===== src/hdl/keyboard_boot_report_decode_macros.svh =====
// Assertion macros shared by the keyboard report decoder.
`ifndef KEYBOARD_BOOT_REPORT_DECODE_MACROS_SVH
`define KEYBOARD_BOOT_REPORT_DECODE_MACROS_SVH

// Same-cycle implication, disabled while reset is held.
`define KBD_ASSERT_NOW(label, clk, rst_n, ante, cons) \
    label: assert property (@(posedge clk) disable iff (!(rst_n)) (ante) |-> (cons)) \
        else $error("keyboard decoder check failed");

// Next-cycle implication, disabled while reset is held.
`define KBD_ASSERT_NEXT(label, clk, rst_n, ante, cons) \
    label: assert property (@(posedge clk) disable iff (!(rst_n)) (ante) |=> (cons)) \
        else $error("keyboard decoder check failed");

`endif


===== src/hdl/kbd_pkg.sv =====
// Types and constants of the keyboard boot-report decoder.
`timescale 1ns / 1ps

package kbd_pkg;

    localparam int KEY_WORDS   = 8;
    localparam int WORD_IDX_W  = 3;
    localparam int WORD_BITS   = 32;
    localparam int MOD_BITS    = 16;
    localparam int USAGE_BITS  = 8;
    localparam int MAX_KEYS    = 6;

    localparam logic [3:0] TYPE_KEYBOARD = 4'd4;

    typedef logic [WORD_IDX_W-1:0] t_word_idx;
    typedef logic [USAGE_BITS-1:0] t_usage;

    typedef struct packed {
        logic [3:0]          report_type;
        logic [MOD_BITS-1:0] modifiers;
        t_usage              usage0;
        t_usage              usage1;
        t_usage              usage2;
        t_usage              usage3;
        t_usage              usage4;
        t_usage              usage5;
    } t_report;

    typedef struct packed {
        t_word_idx            word_index;
        logic [WORD_BITS-1:0] keys_down;
        logic [WORD_BITS-1:0] keys_new;
        logic [WORD_BITS-1:0] keys_gone;
        logic [MOD_BITS-1:0]  mods_now;
        logic [MOD_BITS-1:0]  mods_new;
        logic [MOD_BITS-1:0]  mods_gone;
        logic                 present;
        logic                 last;
    } t_result;

endpackage


===== src/hdl/kbd_channels.sv =====
// Valid/ready channel interfaces for reports in and key-map words out.
`timescale 1ns / 1ps

interface kbd_report_if;
    import kbd_pkg::*;

    logic    valid;
    logic    ready;
    t_report payload;

    modport source (output valid, output payload, input ready);
    modport sink   (input valid, input payload, output ready);
endinterface

interface kbd_result_if;
    import kbd_pkg::*;

    logic    valid;
    logic    ready;
    t_result payload;

    modport source (output valid, output payload, input ready);
    modport sink   (input valid, input payload, output ready);
endinterface


===== src/hdl/kbd_fifo.sv =====
// Two-entry queue between the report front end and the word generator.
`timescale 1ns / 1ps

module kbd_fifo #(
    parameter int WIDTH = 8
) (
    input  logic             i_clk,
    input  logic             i_rst_n,
    input  logic             i_push,
    input  logic [WIDTH-1:0] i_data,
    output logic             o_not_full,
    input  logic             i_pop,
    output logic             o_not_empty,
    output logic [WIDTH-1:0] o_data
);
    logic [WIDTH-1:0] r_mem [2];
    logic             r_wptr;
    logic             r_rptr;
    logic [1:0]       r_count;
    logic [1:0]       n_count;
    logic             push_ok;
    logic             pop_ok;

    assign o_not_full  = (r_count != 2'd2);
    assign o_not_empty = (r_count != 2'd0);
    assign o_data      = r_mem[r_rptr];
    assign push_ok     = i_push && o_not_full;
    assign pop_ok      = i_pop && o_not_empty;

    always_comb begin
        n_count = r_count;
        if (push_ok && !pop_ok) begin
            n_count = r_count + 2'd1;
        end else if (pop_ok && !push_ok) begin
            n_count = r_count - 2'd1;
        end
    end

    always_ff @(posedge i_clk) begin
        if (!i_rst_n) begin
            r_wptr  <= 1'b0;
            r_rptr  <= 1'b0;
            r_count <= 2'd0;
        end else begin
            r_count <= n_count;
            if (push_ok) begin
                r_wptr <= ~r_wptr;
            end
            if (pop_ok) begin
                r_rptr <= ~r_rptr;
            end
        end
    end

    always_ff @(posedge i_clk) begin
        if (push_ok) begin
            r_mem[r_wptr] <= i_data;
        end
    end
endmodule


===== src/hdl/kbd_front.sv =====
// Report front end: accepts a report, checks its type and packs it for the queue.
`timescale 1ns / 1ps

module kbd_front #(
    parameter int USAGE_SLOTS = 6
) (
    kbd_report_if.sink                          i_report,
    input  logic                                i_q_ready,
    output logic                                o_q_push,
    output logic [1+kbd_pkg::MOD_BITS+kbd_pkg::USAGE_BITS*USAGE_SLOTS-1:0] o_q_entry
);
    import kbd_pkg::*;

    t_usage                             all_usage [MAX_KEYS];
    logic [USAGE_SLOTS-1:0][USAGE_BITS-1:0] kept_usage;
    logic                               is_kbd;
    logic [MOD_BITS-1:0]                kept_mods;

    assign i_report.ready = i_q_ready;
    assign o_q_push       = i_report.valid && i_q_ready;

    assign all_usage[0] = i_report.payload.usage0;
    assign all_usage[1] = i_report.payload.usage1;
    assign all_usage[2] = i_report.payload.usage2;
    assign all_usage[3] = i_report.payload.usage3;
    assign all_usage[4] = i_report.payload.usage4;
    assign all_usage[5] = i_report.payload.usage5;

    assign is_kbd = (i_report.payload.report_type == TYPE_KEYBOARD);

    // An absent keyboard is queued as an empty report, which releases every key.
    always_comb begin
        kept_mods = is_kbd ? i_report.payload.modifiers : '0;
        for (int k = 0; k < USAGE_SLOTS; k++) begin
            kept_usage[k] = is_kbd ? all_usage[k] : '0;
        end
    end

    assign o_q_entry = {is_kbd, kept_mods, kept_usage};
endmodule


===== src/hdl/kbd_back.sv =====
// Word generator: expands one queued report into eight key-map words with edges.
`timescale 1ns / 1ps

module kbd_back #(
    parameter int USAGE_SLOTS = 6
) (
    input  logic i_clk,
    input  logic i_rst_n,
    input  logic i_q_valid,
    input  logic [1+kbd_pkg::MOD_BITS+kbd_pkg::USAGE_BITS*USAGE_SLOTS-1:0] i_q_entry,
    output logic o_q_pop,
    kbd_result_if.source o_result
);
    import kbd_pkg::*;

    localparam int ENTRY_W = 1 + MOD_BITS + USAGE_BITS * USAGE_SLOTS;

    logic [WORD_BITS-1:0]               r_prior_map [KEY_WORDS];
    logic [MOD_BITS-1:0]                r_prior_mods;
    t_word_idx                          r_word;
    logic                               r_out_valid;
    t_result                            r_out;

    logic                               ent_present;
    logic [MOD_BITS-1:0]                ent_mods;
    logic [USAGE_SLOTS-1:0][USAGE_BITS-1:0] ent_usage;
    logic [WORD_BITS-1:0]               map_word;
    logic [WORD_BITS-1:0]               prev_word;
    logic                               load;
    logic                               at_last;
    t_result                            n_out;

    assign ent_present = i_q_entry[ENTRY_W-1];
    assign ent_mods    = i_q_entry[ENTRY_W-2 -: MOD_BITS];
    assign ent_usage   = i_q_entry[USAGE_BITS*USAGE_SLOTS-1:0];

    assign at_last   = (r_word == WORD_IDX_W'(KEY_WORDS - 1));
    assign load      = i_q_valid && (!r_out_valid || o_result.ready);
    assign o_q_pop   = load && at_last;
    assign prev_word = r_prior_map[r_word];

    // Bits of the current word come from nonzero usages whose upper three bits select it.
    always_comb begin
        map_word = '0;
        for (int k = 0; k < USAGE_SLOTS; k++) begin
            if (ent_usage[k] != '0 && ent_usage[k][7:5] == r_word) begin
                map_word[ent_usage[k][4:0]] = 1'b1;
            end
        end
    end

    always_comb begin
        n_out.word_index = r_word;
        n_out.keys_down  = map_word;
        n_out.keys_new   = map_word & ~prev_word;
        n_out.keys_gone  = ~map_word & prev_word;
        n_out.mods_now   = ent_mods;
        n_out.mods_new   = ent_mods & ~r_prior_mods;
        n_out.mods_gone  = ~ent_mods & r_prior_mods;
        n_out.present    = ent_present;
        n_out.last       = at_last;
    end

    always_ff @(posedge i_clk) begin
        if (!i_rst_n) begin
            r_word       <= '0;
            r_out_valid  <= 1'b0;
            r_prior_mods <= '0;
            for (int w = 0; w < KEY_WORDS; w++) begin
                r_prior_map[w] <= '0;
            end
        end else begin
            if (load) begin
                r_out_valid          <= 1'b1;
                r_word               <= WORD_IDX_W'(r_word + 1'b1);
                r_prior_map[r_word]  <= map_word;
                if (at_last) begin
                    r_prior_mods <= ent_mods;
                end
            end else if (o_result.ready) begin
                r_out_valid <= 1'b0;
            end
        end
    end

    always_ff @(posedge i_clk) begin
        if (load) begin
            r_out <= n_out;
        end
    end

    assign o_result.valid   = r_out_valid;
    assign o_result.payload = r_out;
endmodule


===== src/hdl/keyboard_boot_report_decode.sv =====
// Top level of the keyboard boot-report decoder.
//
//   Channel    Dir   Carries                                   One per
//   i_report   in    type, modifiers, six usage IDs            report
//   o_result   out   key-map word, key and modifier edges      map word (8 per report)
//
// Each report yields eight output items, one per cycle from the word counter
// in the generator when the output is not stalled.
// A two-entry queue holds the report being expanded and one more waiting
// behind it; an output stall holds the generator on its current word.
// Synchronous active-low reset clears the stored key map, modifiers and queue.
`timescale 1ns / 1ps

module keyboard_boot_report_decode #(
    parameter int USAGE_SLOTS = 6
) (
    input logic          i_clk,
    input logic          i_rst_n,
    kbd_report_if.sink   i_report,
    kbd_result_if.source o_result
);
    import kbd_pkg::*;

    `include "keyboard_boot_report_decode_macros.svh"

    localparam int ENTRY_W = 1 + MOD_BITS + USAGE_BITS * USAGE_SLOTS;

    logic               q_push;
    logic               q_not_full;
    logic               q_not_empty;
    logic               q_pop;
    logic [ENTRY_W-1:0] q_in;
    logic [ENTRY_W-1:0] q_out;
    logic               out_last;
    logic               out_absent;
    logic               out_mid_taken;
    logic               last_idx_ok;
    logic               absent_clear_ok;

    kbd_front #(
        .USAGE_SLOTS (USAGE_SLOTS)
    ) u_front (
        .i_report  (i_report),
        .i_q_ready (q_not_full),
        .o_q_push  (q_push),
        .o_q_entry (q_in)
    );

    kbd_fifo #(
        .WIDTH (ENTRY_W)
    ) u_fifo (
        .i_clk       (i_clk),
        .i_rst_n     (i_rst_n),
        .i_push      (q_push),
        .i_data      (q_in),
        .o_not_full  (q_not_full),
        .i_pop       (q_pop),
        .o_not_empty (q_not_empty),
        .o_data      (q_out)
    );

    kbd_back #(
        .USAGE_SLOTS (USAGE_SLOTS)
    ) u_back (
        .i_clk     (i_clk),
        .i_rst_n   (i_rst_n),
        .i_q_valid (q_not_empty),
        .i_q_entry (q_out),
        .o_q_pop   (q_pop),
        .o_result  (o_result)
    );

    assign out_last      = o_result.valid && o_result.payload.last;
    assign out_absent    = o_result.valid && !o_result.payload.present;
    assign out_mid_taken = o_result.valid && o_result.ready && !o_result.payload.last;
    assign last_idx_ok   = (o_result.payload.word_index == WORD_IDX_W'(KEY_WORDS - 1));
    assign absent_clear_ok = (o_result.payload.keys_down == '0) &&
                             (o_result.payload.keys_new == '0) &&
                             (o_result.payload.mods_now == '0) &&
                             (o_result.payload.mods_new == '0);

    // The last flag marks the final word of the map.
    `KBD_ASSERT_NOW(a_last_word, i_clk, i_rst_n, out_last, last_idx_ok)

    // An absent keyboard shows nothing held and nothing pressed.
    `KBD_ASSERT_NOW(a_absent_clear, i_clk, i_rst_n, out_absent, absent_clear_ok)

    // Once a report has started, its words follow without a gap.
    `KBD_ASSERT_NEXT(a_run_continues, i_clk, i_rst_n, out_mid_taken, o_result.valid)

    // The queue is popped only while it holds an entry; the generator pops it on the final word of a report.
    `KBD_ASSERT_NOW(a_pop_on_last, i_clk, i_rst_n, q_pop, q_not_empty)
endmodule


===== src/flat_wrapper.sv =====
// flat-port wrapper written by rule: the top's interface ports become plain ports
module keyboard_boot_report_decode_flat import kbd_pkg::*;
#(
    parameter int USAGE_SLOTS = 6
)
  (i_clk, i_rst_n, i_report_valid, i_report_payload, i_report_ready, o_result_valid, o_result_payload, o_result_ready);
  kbd_report_if i_report_i ();
  kbd_result_if o_result_i ();
  input logic i_clk;
  input logic i_rst_n;
  input wire logic [$bits(i_report_i.valid)-1:0] i_report_valid;
  input wire logic [$bits(i_report_i.payload)-1:0] i_report_payload;
  output wire logic [$bits(i_report_i.ready)-1:0] i_report_ready;
  output wire logic [$bits(o_result_i.valid)-1:0] o_result_valid;
  output wire logic [$bits(o_result_i.payload)-1:0] o_result_payload;
  input wire logic [$bits(o_result_i.ready)-1:0] o_result_ready;
  assign i_report_i.valid = i_report_valid;
  assign i_report_i.payload = i_report_payload;
  assign i_report_ready = i_report_i.ready;
  assign o_result_valid = o_result_i.valid;
  assign o_result_payload = o_result_i.payload;
  assign o_result_i.ready = o_result_ready;
  keyboard_boot_report_decode #(.USAGE_SLOTS(USAGE_SLOTS)) u_core (.i_clk(i_clk), .i_rst_n(i_rst_n), .i_report(i_report_i), .o_result(o_result_i));
endmodule

===== config.mk =====
export PLATFORM = sky130hd
export DESIGN_NAME = keyboard_boot_report_decode_flat
export DESIGN_NICKNAME = d
export VERILOG_FILES = /design/src/hdl/kbd_pkg.sv /design/src/hdl/kbd_channels.sv /design/src/hdl/kbd_fifo.sv /design/src/hdl/kbd_front.sv /design/src/hdl/kbd_back.sv /design/src/hdl/keyboard_boot_report_decode.sv /design/src/flat_wrapper.sv
export VERILOG_INCLUDE_DIRS = /design/src /design/src/hdl
export SDC_FILE = /design/constraint.sdc
export NUM_CORES = 1
export LEC_CHECK = 0
export BUFFER_PORTS_ARGS = -buffer_cell sky130_fd_sc_hd__buf_4
export CORE_ASPECT_RATIO = 1.1
export CORE_MARGIN = 3
export CORE_UTILIZATION = 43
export CTS_CLUSTER_SIZE = 14
export DETAILED_ROUTE_END_ITERATION = 8
export PLACE_DENSITY = 0.57
export SKIP_LAST_GASP = 1
export SLEW_MARGIN = 20
export SYNTH_ARGS = -nofsm -noshare
export SYNTH_HDL_FRONTEND = slang
export SYNTH_SLANG_ARGS = --single-unit

===== constraint.sdc =====
create_clock -name i_clk -period 15.73 [get_ports i_clk]
set_input_delay 1.573 -clock i_clk [delete_from_list [all_inputs] [get_ports i_clk]]
set_output_delay 1.573 -clock i_clk [all_outputs]
set_load 0.02 [all_outputs]

* Yosys cells after proc, flatten, opt, wreduce, memory -nomap -nowiden
Memory sizes are Yosys's and may differ from the RTL's. A register that Yosys moved wholly into a read port is not among the register bits.
Cells that the tools add are included.
** Cells by class
- Add/subtract/negate cells :: 3
- Magnitude comparators :: 12
- Equality and inequality tests :: 9
- Multiplexer cells :: 42
- Bitwise logic cells :: 15
- Reduce and logical (&&, ||, !) cells :: 34
** Operators by type and width (number)
- 32-bit two-way mux :: 7
- 32-bit OR :: 5
- 32-bit AND :: 2
- 32-bit NOT :: 2
- 8-bit two-way mux :: 6
- 8-bit nonzero test :: 6
- 5-bit by 6-bit < comparator with 1-bit output, second input constant :: 6
- 16-bit AND :: 2
- 16-bit NOT :: 2
- 32-bit OR reduction :: 1
- 1-bit demux with 5-bit select :: 6
- 5-bit by 1-bit greater-or-equal comparator with 1-bit output, second input constant :: 6
- 1-bit logical AND :: 19
- 3-bit equality test :: 6
- 1-bit two-way mux :: 17
- 16-bit two-way mux :: 1
- 3-bit two-way mux :: 3
- 2-bit nonzero test :: 3
- 4-bit by 3-bit equality test with 1-bit output, second input constant :: 1
- 2-bit two-way mux :: 2
- 3-bit by 1-bit adder with 3-bit output, second input constant :: 1
- 3-bit equality test, second input constant :: 1
- 1-bit zero test :: 3
- 2-bit by 1-bit adder with 2-bit output, second input constant :: 1
- other kinds (5) :: 6
** Word-level totals
- Register bits :: 173
- Memory bits (writable) :: 386
- Input bits :: 72
- Memories kept :: 2
** Memory list
- u_core.u_back.r_prior_map :: words 8, width 32, rd ports 1, clocked after memory_dff 1, write ports 8, RTL line kbd_back.sv:18 : logic [WORD_BITS-1:0] r_prior_map [KEY_WORDS];
- u_core.u_fifo.r_mem :: words 2, width 65, rd ports 1, clocked after memory_dff 1, write ports 1, RTL line kbd_fifo.sv:16 : logic [WIDTH-1:0] r_mem [2];

* Logic depth before layout (Yosys ltp)
Gate-level depths: netlist of the first run.
- Depth in word-level cells :: 17
- Gate-level depth with buffers :: 11

* Cells and area by module
Synthesis of the first run repeated with hierarchy kept, for this count alone.
** Second synthesis, totals
- Cell total of the unflattened synthesis :: 1653
- Area, all modules :: 24166.9 µm²
** Modules (own cells, without submodules)
- kbd_back :: times used 1, cells each 1352, area each 18723.0 µm²
- kbd_fifo :: times used 1, cells each 226, area each 4926.0 µm²
- kbd_front :: times used 1, cells each 75, area each 518.0 µm²

* Worst setup path before layout of the first run
Ideal clock, no wire load.
- Path kind :: input port to flip-flop
- From :: in o_result_ready
- To :: mem u_core.u_back.r_prior_map[7][0] (enable)
- Data arrival time :: 9.925 ns
- Data required time :: 15.341 ns
- Slack :: 5.415 ns
- Cell stages on the path :: 6
- Buffers on the path :: 1
- Cells stage by stage :: nor2b_1 -> nor2_1 -> and3_1 -> nand3_1 -> clkbuf_1 -> nand2_1
** RTL lines
- from (decl) :: RTL line flat_wrapper.sv:16 : input wire logic [$bits(o_result_i.ready)-1:0] o_result_ready;
- to (decl) :: RTL line kbd_back.sv:18

==> results of run 1 <==
==> cells by family (layout without fill, tap and decap cells) <==
family | Yosys count | count (layout) | synth area share [%]
buf+inv | 194 | 458 | 3.51
other cells | 1 | 1 | 0.0150
flops | 563 | 563 | 66.6
compound gates | 226 | 226 | 6.90
xor+xnor | 24 | 24 | 1.02
mux | 111 | 111 | 7.71
simple gates | 719 | 719 | 14.1
fa+ha+maj | 3 | 3 | 0.150
==> cell usage in the layout (no fill, tap or decap), types with 8 or more instances in the layout <==
| cell | n |
|---|---|
| edfxtp_1 | 535 |
| nor2_1 | 294 |
| buf_4 | 272 |
| and2_1 | 119 |
| nand2_1 | 93 |
| inv_1 | 78 |
| nor3_1 | 64 |
| mux4_2 | 64 |
| clkbuf_16 | 57 |
| o22ai_1 | 52 |
| o32ai_1 | 42 |
| nor2b_1 | 41 |
| mux2i_1 | 38 |
| o21a_1 | 31 |
| a21oi_1 | 24 |
| dfxtp_1 | 24 |
| nand4_1 | 18 |
| o211a_1 | 16 |
| nand3_1 | 15 |
| xor2_1 | 14 |
| nand2b_1 | 11 |
| o21ai_0 | 11 |
| bufinv_16 | 10 |
| clkinv_2 | 10 |
| clkbuf_1 | 9 |
| a32o_1 | 8 |
| mux2_2 | 8 |
| clkinv_1 | 8 |
==> stage by stage <==
stage | cell area, sq um | hold WS [ps] | cells
2_1_floorplan | 25000 | 431 | 1841
3_3_place_gp | 27500 | 495 | 2749
3_5_place_dp | 27500 | 504 | 2749
4_1_cts | 29500 | 519 | 2857
5_1_grt | 29500 | 529 | 2857
6_report | 29500 | 519 | 2857
==> worst paths after layout <==
path | slack (ps) | cells after the start | to
setup / recovery | 11360 | 8 | u_core.u_back.o_result.payload[94]
hold / removal | 520 | 1 | u_core.u_back.r_prior_mods[12]
setup reg to reg | 11360 | 8 | u_core.u_back.o_result.payload[94]
hold reg to reg | 520 | 1 | u_core.u_back.r_prior_mods[12]
==> sequential cells by signal, indices dropped and copies added (netlist names), named ones only <==
name and cells:
u_core.u_back.r_prior_mods 16, u_core.u_fifo.r_count 2, u_core.u_fifo.r_mem 130, u_core.u_fifo.r_wptr 1
u_core.u_back.o_result.valid 1, u_core.u_fifo.r_rptr 1, u_core.u_back.r_prior_map 256, u_core.u_back.o_result.payload 149
u_core.u_back.r_word 3
==> final cells by class <==
class	count	share of cell area, %
multi-input combinational	1084	25.7
clock inverter	35	1.61
inverter	78	0.991
timing repair buffer	272	6.91
sequential	563	56.3
clock buffer	73	5.27
tap	752	3.18
==> power groups by stage <==
stage | Clock [W] | Combinational, W | Sequential, W
floorplan | 0 | 0.000354 | 0.00202
global placement | 0 | 0.000734 | 0.00193
detailed placement | 0 | 0.000737 | 0.00193
CTS | 0.00148 | 0.000740 | 0.00190
global route | 0.00154 | 0.000779 | 0.00191
finish | 0.00145 | 0.000731 | 0.00190
==> routing by layer <==
layer	wire, microns	track usage (%)	part of all wire (%)
met5	0	0.319	0
met4	2670	8.08	3.9
met3	4330	4.30	6.3
met2	32300	35.6	47
met1	29200	30.1	43
==> worst max-delay path, delay by kind of cell (launching register included) <==
family	cells	cell delay, ps
muxes	1	300
AOI/OAI and AO/OA	1	200
DFF	1	330
xor gates and xnor gates	1	180
and+or+nand+nor	3	1440
buffers and inverters	2	1490
==> flow_summary.yaml, run 1 <==
run_status:
  status: "completed"
power:
  internal-power_w: 0.00296
  power_frac_comb_pct: 17.9
  pwr-share-clk_pct: 35.6
  leakage_nw: 10.7
  power.total_w: 0.00408
  seq_power_share_pct: 46.5
  ir_worst_vdd_uv: 89.6
  powerDensity_nw_per_um2: 138
  switching_power_w: 0.00112
  swShare_pct: 27.4
timing:
  clock_skew_ps: 27.3
  max_slew_margin_pct: 23.5
  tightest_slew_ps: 1150
  setup_viol: 0
  fin_setup_tns_ps: 0
  rsz0062_at_grt: "no"
  max_freq_mhz: 229
  hold_viol_final: 0
  setup_ws_ps: 11360
  slew_viol_final: 0
  period_needed_ps: 4370
  finalCritPeriodShare_pct: 27.8
setup_path:
  end_kind: "flop"
  crit_fanout: 84
  worstSetupPathType: "flop to flop"
  cpMostUsedCell: "buf_4"
  arrival_ps: 4710
  crit_chain: "buf_4 > buf_4 > mux2i_1 > xor2_1 > nand4_1 > o22ai_1 > nor4_4 > nor3_1"
  critical_path_required_ps: 16060
  slowest_delay_ps: 800
  crit_path_start_kind: "flop"
  critical-path-slowest-cell: "nor4_4"
synth:
  netlist_area_sq_um: 25000
  synthArstFlopShare_pct: 0
  synth_cell_types: 73
  avgSynthCellArea_sq_um: 13.6
  ys_top_cells_by_area: "edfxtp_1 (64%), mux4_2 (5.8%), nor2_1 (4.5%), and2_1 (3.0%), dfxtp_1 (2.2%)"
  syn_inst: 1841
  ys_seq_area_share_pct: 66.6
  synth_top_cell_area_share_pct: 64.4
  yosys_warnings: 0
  synth_edf_count: 535
  ys_ff_latch: 563
  synth_most_common_cell: "edfxtp_1"
  synthFlopType: "edfxtp_1"
  syn-num-nets: 1916
  ys_top_cells_by_count: "edfxtp_1 (535), nor2_1 (296), and2_1 (119)"
  yosys.area.top_type: "edfxtp_1"
hold_path:
  worstHoldStart: "u_core.u_back.r_prior_mods[12]"
  min_path_type: "flop to flop"
floorplanning:
  pin_count: 223
  die_height_microns: 259
  fp.dieW_microns: 236
  row_count: 92
  dieArea_sq_um: 61000
  core-area_sq_um: 57300
  start_util_pct: 43.5
grt:
  antenna_found_initial: 0
  grt_first_pass_wirelength_microns: 102000
  grt_usage_pct: 22.1
  grt_start_max_net_pins: 85
  overflow: 0
  grt_pass1_vias: 16100
routing:
  via_per_inst: 5.64
  drtAntennaViolNets: 0
  drcViolationCount: 0
  drt_wl_total_microns: 68500
  first_pass_iters: 6
  wl_per_cell_microns: 24.0
  vias: 16100
  drt_iter0_markers: 1546
cells_and_area:
  final_util_pct: 51.5
  drive_above_1_share_pct: 23.2
  area_growth_syn_to_layout_pct: 18.3
  fill_cells: 4908
  nNetsFinal: 2131
  multi_input_area_sq_um: 7600
  antennaDiodeCount: 0
  seq_area_sq_um: 16600
clock_network:
  root_buffer: "clkbuf_16"
  clk_latency_ps: 630
  clockBufferDepth: 3
  clock-sinks: 563
  hold_buffers: 0
  h-tree-depth: 2
  cts_setup_buffers: 0
  clkSlewWorstSetupHoldPaths_ps: 60
  cts_tree: "yes"
  numCtsBuffers: 57
  cts.repair.resized: 0
place:
  place_ws_ps: 10720
  port_buffers: 222
  gp_congestion: 1.00
  dp_hpwl_microns: 46100
run:
  cap_viol_max_count: 0
No activity file was read; power rests on OpenSTA's default activity.
==> run 2: changes to the inputs <==
Clock period 15.73 ns to 4.55 ns, I/O delays scaled along.
==> flow_summary.yaml, run 2 (synthesis results as in run 1) <==
timing:
  rsz0062_at_grt: "no"
  max_slew_margin_pct: 24.9
  max_freq_mhz: 277
  setup_viol: 0
  finalCritPeriodShare_pct: 79.2
  fin_setup_tns_ps: 0
  hold_ws_ps: 161
  period_needed_ps: 3610
  clock_skew_ps: 24.8
  hold_viol_final: 0
  tightest_slew_ps: 1110
  slew_viol_final: 0
cells_and_area:
  largest_reg_flops: 256
  final_cell_mix: "edfxtp_1 (535), nor2_1 (294), buf_4 (287)"
  drive_above_1_share_pct: 23.2
  antennaDiodeCount: 0
  final_common_cell: "edfxtp_1"
  stdcell_area_sq_um: 29500
  regMostFlops: "u_core.u_back.r_prior_map"
  fill_cells: 4991
  nNetsFinal: 2146
  area_growth_syn_to_layout_pct: 18.0
power:
  ir_worst_vdd_uv: 316
  powerDensity_nw_per_um2: 464
  power.total_w: 0.0137
  leakage_nw: 10.6
grt:
  antenna_found_initial: 0
  grt_first_pass_wirelength_microns: 106000
  grt_start_max_net_pins: 94
  overflow: 0
  grt_usage_pct: 22.9
  grt_pass1_vias: 16500
clock_network:
  clk_latency_ps: 610
  cts_setup_buffers: 0
  root_buffer: "clkbuf_16"
  numCtsBuffers: 55
  h-tree-depth: 2
  clkSlewWorstSetupHoldPaths_ps: 60
  cts_tree: "yes"
  clock-sinks: 563
  clockBufferDepth: 3
  hold_buffers: 0
  cts.repair.resized: 0
place:
  port_buffers: 222
  gp_congestion: 0.985
  dp_hpwl_microns: 47400
  placed_cell_area_sq_um: 27600
floorplanning:
  start_util_pct: 43.5
  dieArea_sq_um: 61000
  pin_count: 223
  fp.dieW_microns: 236
  core-area_sq_um: 57300
  die_height_microns: 259
  row_count: 92
routing:
  drtAntennaViolNets: 0
  first_pass_iters: 4
  wl_per_cell_microns: 24.6
  drt_iter0_markers: 1402
  via_per_inst: 5.65
  drcViolationCount: 0
  vias: 16200
  drt_wl_total_microns: 70700
setup_path:
  critical_path_required_ps: 4910
  crit_fanout: 93
  slowest_delay_ps: 1020
  arrival_ps: 3970
  crit_path_start_kind: "flop"
  critical-path-slowest-cell: "dfxtp_4"
  crit_chain: "mux2i_1 > xor2_1 > nand4_1 > o22ai_1 > nor4_2 > buf_4 > o21a_1"
  reg2reg_depth: 7
  end_kind: "flop"
  worstSetupPathType: "flop to flop"
hold_path:
  min_path_type: "input pin to flop"
  hold_depth: 2
run:
  cap_viol_max_count: 0
run_status:
  status: "completed"
==> run 2: cell types whose count changed in the layout (fill, tap and decap cells not counted), moves of 3 or more <==
cell	before	now
buf_4	272	287
clkbuf_8	7	2
clkbuf_1	9	13
nor3_1	64	68
nor3_2	5	1
bufinv_16	10	7
nand2_4	0	3
==> run 2: stage by stage <==
stage / util [%] / setup WS (ps) / std cells
6_report: 51.4 / 945 / 2869
5_1_grt: 51.4 / 763 / 2869
4_1_cts: 51.4 / 957 / 2869
3_5_place_dp: 48.2 / 989 / 2766
3_3_place_gp: 48.2 / 1030 / 2766
2_1_floorplan: - / 111 / 1841
==> run 2: worst max-delay path, delay by kind of cell, from the launching register on <==
family	cells	cell delay [ps]
flip-flops	1	1020
AO/OA/AOI/OAI	2	730
AND/OR/NAND/NOR	2	690
XOR/XNOR	1	410
multiplexers	1	300
buffers and inverters	1	200
==> run 2: final cells by class <==
cell class	count	area, sq um	area share, %
multi-input combinational	1084	7580	25.7
tap	752	941	3.19
clock buffer	70	1450	4.93
clock inverter	33	368	1.25
sequential	563	16600	56.5
timing repair buffer	289	2190	7.45
inverter	78	293	0.994
==> run 2: final timing paths <==
kind	from	endpoint	slack, ps
worst max-delay path	flop	u_core.u_back.o_result.payload[62]	940
worst min-delay path	i_report_payload[34]	u_core.u_fifo.r_mem[0][10]	160
worst max register to register	flop	u_core.u_back.o_result.payload[62]	940
worst min register to register	u_core.u_back.r_prior_mods[0]	u_core.u_back.o_result.payload[18]	520
==> run 2: power by group <==
| part | internal (W) | switching, W | leakage, nW | total (W) |
|---|---|---|---|---|
| logic | 0.000969 | 0.00153 | 4.14 | 0.00250 |
| clock network | 0.00267 | 0.00195 | 0.887 | 0.00461 |
| registers | 0.00630 | 0.000273 | 5.61 | 0.00657 |
| total | 0.00993 | 0.00375 | 10.6 | 0.0137 |
==> run 2: routing by layer <==
layer  global-route usage [%]  wire (microns)  vias up
met4                     6.58            1930        0
met1                     29.9           29400     8278
met3                     3.26            3600      109
li1                         -               -     7294
met2                     40.1           35800      536
met5                        0               0        -
